**src/rtl/core/hub_telemetry_frame_parser_macros.svh**
```systemverilog
// ----------------------------------------------------------------------------
// hub_telemetry_frame_parser_macros.svh
// Assertion macros shared by the frame parser RTL. Defining ASSERT_OFF
// compiles every check away.
// ----------------------------------------------------------------------------
`ifndef HUB_TELEMETRY_FRAME_PARSER_MACROS_SVH
`define HUB_TELEMETRY_FRAME_PARSER_MACROS_SVH

`ifndef ASSERT_OFF

// Clocked check, disabled while the active-low reset is asserted
`define HTFP_ASSERT(label, clk, rstn, prop, msg) \
    label: assert property (@(posedge clk) disable iff (!(rstn)) (prop)) else $error(msg);

// Clocked check that also holds during reset
`define HTFP_ASSERT_ALWAYS(label, clk, prop, msg) \
    label: assert property (@(posedge clk) (prop)) else $error(msg);

`else

`define HTFP_ASSERT(label, clk, rstn, prop, msg)
`define HTFP_ASSERT_ALWAYS(label, clk, prop, msg)

`endif

`endif

```
**src/rtl/core/htfp_ram.sv**
```systemverilog
// ----------------------------------------------------------------------------
// htfp_ram
// Simple dual-port RAM: one write port, one read port with registered data.
// ----------------------------------------------------------------------------
module htfp_ram #(
    parameter int WIDTH = 16,
    parameter int DEPTH = 256
) (
    input  logic                     aclk,
    input  logic                     we,
    input  logic [$clog2(DEPTH)-1:0] waddr,
    input  logic [WIDTH-1:0]         wdata,
    input  logic                     re,
    input  logic [$clog2(DEPTH)-1:0] raddr,
    output logic [WIDTH-1:0]         rdata
);

    logic [WIDTH-1:0] mem_reg [DEPTH];

    // Read returns the old contents on a same-address write
    always_ff @(posedge aclk) begin
        if (we) begin
            mem_reg[waddr] <= wdata;
        end
        if (re) begin
            rdata <= mem_reg[raddr];
        end
    end

endmodule

```
**config.mk**
```make
export PLATFORM = sky130hd
export DESIGN_NAME = htfp_ram
export DESIGN_NICKNAME = d
export VERILOG_FILES = /design/src/rtl/core/hub_telemetry_frame_parser_macros.svh /design/src/rtl/core/htfp_ram.sv
export SDC_FILE = /design/constraint.sdc
export NUM_CORES = 2
export LEC_CHECK = 0
export BUFFER_PORTS_ARGS = -buffer_cell sky130_fd_sc_hd__buf_2
export CAP_MARGIN = 5
export CORE_MARGIN = 10
export CORE_UTILIZATION = 30
export CTS_CLUSTER_SIZE = 8
export DETAILED_ROUTE_END_ITERATION = 8
export GPL_TIMING_DRIVEN = 1
export PLACE_DENSITY = 0.56
export REMOVE_ABC_BUFFERS = 1
export SETUP_SLACK_MARGIN = 0.4
export SYNTH_ARGS = -nofsm -noshare
export SYNTH_HDL_FRONTEND = slang
export SYNTH_SLANG_ARGS = --single-unit
```
**constraint.sdc**
```tcl
create_clock -name aclk -period 3.65 [get_ports aclk]
set_clock_uncertainty 0.1 [all_clocks]
set_input_delay 0.5475 -clock aclk [delete_from_list [all_inputs] [get_ports aclk]]
set_output_delay 0.5475 -clock aclk [all_outputs]
set_load 0.02 [all_outputs]
```
== After elaboration in Yosys (flattened, before gate mapping) ==
Memory sizes are Yosys's and may differ from the RTL's. A register that Yosys moved wholly into a read port is not among the register bits.
Cells that the tools add are included.

* Logic and storage cells: 3
* Register bits: 0
* RAM bits: 4096
* Memories kept: 1
* Output and inout bits: 16
* Input port bits: 35

{| class="wikitable"
|+ Memories
! name !! depth !! bits a word !! read ports !! clocked after memory_dff !! write ports !! RTL line !! source
|-
| mem_reg || 256 || 16 || 1 || 1 || 1 || htfp_ram.sv:18 || <nowiki>logic [WIDTH-1:0] mem_reg [DEPTH];</nowiki>
|}

* Mux-type cells: 2

{| class="wikitable"
|+ Operators with widths
! kind !! number
|-
| $mux 1 || 2
|}

== Depth between registers and ports, before layout ==
* Depth after elaboration: 2
* Depth in mapped cells: 12
* Depth with buffers taken out: 6

== Worst setup path after synthesis ==
Ideal clock, no wire load.

* Kind: input to register
* Start: in raddr[0]
* End: reg rdata[4] (read register of mem_reg) (data pin)
* Slack: 0.754 ns
* Required time: 3.285 ns
* Library setup time: 0.265 ns
* Cell stages on the path: 8
* Arrival: 2.531 ns
* Buffers on the path: 3
* Path through: buf_6 > buf_6 > buf_2 > mux4_2 > mux4_2 > a22o_1 > o32ai_2 > nor4_2

{| class="wikitable"
|+ RTL lines
! what !! RTL line !! source
|-
| from (decl) || htfp_ram.sv:14 || <nowiki>input logic [$clog2(DEPTH)-1:0] raddr,</nowiki>
|-
| to (decl) || htfp_ram.sv:15 || <nowiki>output logic [WIDTH-1:0] rdata</nowiki>
|}

==> out/qor.csv <==
metric;value;unit
Die Wd;748;um
wire length on met3;35.7;mm
Clock Pin Slew Worst Setup and Hold Paths;50;ps
sw frac;0.214;
EDFF count, synth;4112;
Clk pwr share;0.453;
Starting Density;0.301;
I/O pins;51;
Worst Tran Pin Value;1270;ps
initial antenna violation count;39;
vias in the first global route;83051;
via count;81760;
max-slew violations;0;
first-pass GRT wire length;639;mm
fin crit period;3210;ps
count leader, synth;edfxtp_1;
design area;0.190;mm^2
Syn Std Cell Area;0.159;mm^2
predominant post-synthesis flop cell;edfxtp_1;
top sig layer;met5;
DP HPWL;282;mm
share of total power in combinational logic;0.052;
ys async rst share;0;
maxcap violations;0;
PD cells;555;mW/mm^2
Synth Instances;7360;
die area;0.559;mm^2
FILL cells;47845;
Synth cell types;51;
Synth Area in Simple Gates;0.0157;
# Post-CTS Setup Buffers;0;
number of buffers added on ports;50;
sequential area share after synthesis;0.777;
period utilization;0.879;
synthesized flop and latch total;4112;
final hold violations;0;
Synth Area in Adders;0;
Static Leak;0.0610;uW
DRC viols;0;
top-area cell type share of the netlist area;0.777;
area grow syn2layout;19.9;%
final setup vio count;0;
Synth Area in Compound Gates;0.0353;
Finished Layout Cells;15575;
Clock Sinks;4112;
Commonest cells post-synth;edfxtp_1, mux4_2, mux2i_1;
via/cell ratio;5.25;
VDD IR max;0.000544;V
CP endpoint kind;flip-flop;
mux cell area share after synthesis;0.155;
Root Buffer;clkbuf_16;
xor-xnor portion of the synthesized cell area;0;
placed cells;14893;
Fmax achieved;0.312;GHz
Metal-1 WL;181;mm
Final #Nets;8536;
Sequential Power Share;0.494;
TritonCTS Buffers;585;
Pint;83200;uW
largest net degree at the start of global routing;123;
relative max-transition margin;0.156;
Worst EP arrival;3840;ps
Net Sw Power;22600;uW
worst-case clock buffer depth;4;
aggregate global routing overflow;0;
Iteration-0 DRC Markers;10211;
Die Span Y;748;um
met2 routed WL;221;mm
CP Launch Type;input port;
crit path max fanout;13;
Final Core Density;0.361;
row count;267;
RSZ-0062 raised after global routing;no;
gr usage total;0.156;
main combinational cell family by area after synthesis;multiplexers;
routed len/inst;29.1;um
Power Total;106000;uW
layout cells sized above 1;0.306;
CTS HTree Levels;6;
outcome;finished clean;
Post-Syn Area per Cell;21.6;um^2
ranking of synthesized cells by area;edfxtp_1, mux4_2, mux2i_1;
HP Class;input port to flip-flop;
Placed Area;0.175;mm^2
CORE AREA;0.528;mm^2
GP Congestion;0.837;
Final ANT Viol Nets;0;
Req. time, crit path;4280;ps
Largest register FFs;4096;
CTS tree;built;
Routed WL;453;mm
crit path kind;input port to flip-flop;
Final TNS setup;0;ps
Clk Latency, worst-skew pair;1050;ps
Ys Warns;0;
dominant cell type by area after synthesis;edfxtp_1;
DR pass1 iterations;6;
## area by class of cell
cell class	count	area, um^2	area share
Antenna cell	19	47.5	0.000250
Multi-Input combinational cell	2792	33000	0.173
Tap cell	6994	8750	0.0459
Clock inverter	47	787	0.00413
Timing Repair Buffer	1006	9430	0.0495
Inverter	4	27.5	0.000145
Clock buffer	601	15000	0.0785
Sequential cell	4112	123000	0.648
## stage by stage
step	setup slack, ps	hold slack (ps)
5_1_grt	482	15.3
3_5_place_dp	-603	928
3_3_place_gp	-654	908
6_report	443	30.3
4_1_cts	490	9.63
2_1_floorplan	-3630	546
## placed cells by master (no fill, tap or decap), types with 26 or more instances in the layout
cell / netlist / routed
buf_2: 76 / 29
a22oi_1: 43 / 43
a221oi_1: 28 / 28
buf_4: 26 / 801
edfxtp_1: 4112 / 4112
o221ai_1: 252 / 252
nor3_1: 92 / 90
nand4_1: 26 / 26
nand3_1: 35 / 26
nor2_2: 0 / 76
o21ai_0: 37 / 37
a22o_1: 32 / 32
a21oi_1: 175 / 175
buf_12: 5 / 142
mux2i_1: 565 / 565
mux2_2: 88 / 88
nand2_1: 38 / 38
mux4_2: 797 / 797
o22ai_1: 148 / 148
nor2_1: 304 / 228
clkbuf_16: 0 / 597
## worst max-delay path, stage by stage
cell and delay (ps):
buf_2 150, buf_4 400, nand2_1 360, nor3b_2 1090, o21ai_0 430, nand3_1 640, nor4_1 160
## logic make-up after synthesis
| family | Yosys count |
|---|---|
| simple gates | 556 |
| compound gates | 786 |
| buf+inv | 456 |
| mux | 1450 |
| flops | 4112 |
## final timing paths
path / cells past startpoint / to / start / slack (ps)
setup reg to reg: 6 / rdata[5] / mem_reg[51][5] / 480
hold reg to reg: 6 / rdata[11] / mem_reg[217][11] / 1150
setup / recovery: 7 / rdata[8] / raddr[5] / 440
hold / removal: 1 / mem_reg[209][8] / wdata[8] / 30
## metal layers
metal | GRT usage | up-vias
met5 | 0 | -
met3 | 0.0279 | 729
met2 | 0.260 | 3679
li1 | - | 33386
met1 | 0.208 | 43948
met4 | 0.0494 | 18
## power by group through the flow
stage | clock network [uW] | registers (uW) | logic (uW)
floorplan | 0 | 53100 | 1920
detailed placement | 0 | 53200 | 5550
finish | 48000 | 52300 | 5530
global route | 50700 | 52200 | 5790
global placement | 0 | 53200 | 5470
CTS | 48800 | 52300 | 5580
## what timing repair did
| action | CTS | global route |
|---|---|---|
| gates resized for setup | 1 | 0 |
| endpoints found under the hold margin | 514 | 0 |
| hold buffers | 15 | 0 |
| endpoints found under the setup margin | 1 | 0 |
No activity file was read; power rests on OpenSTA's default activity.
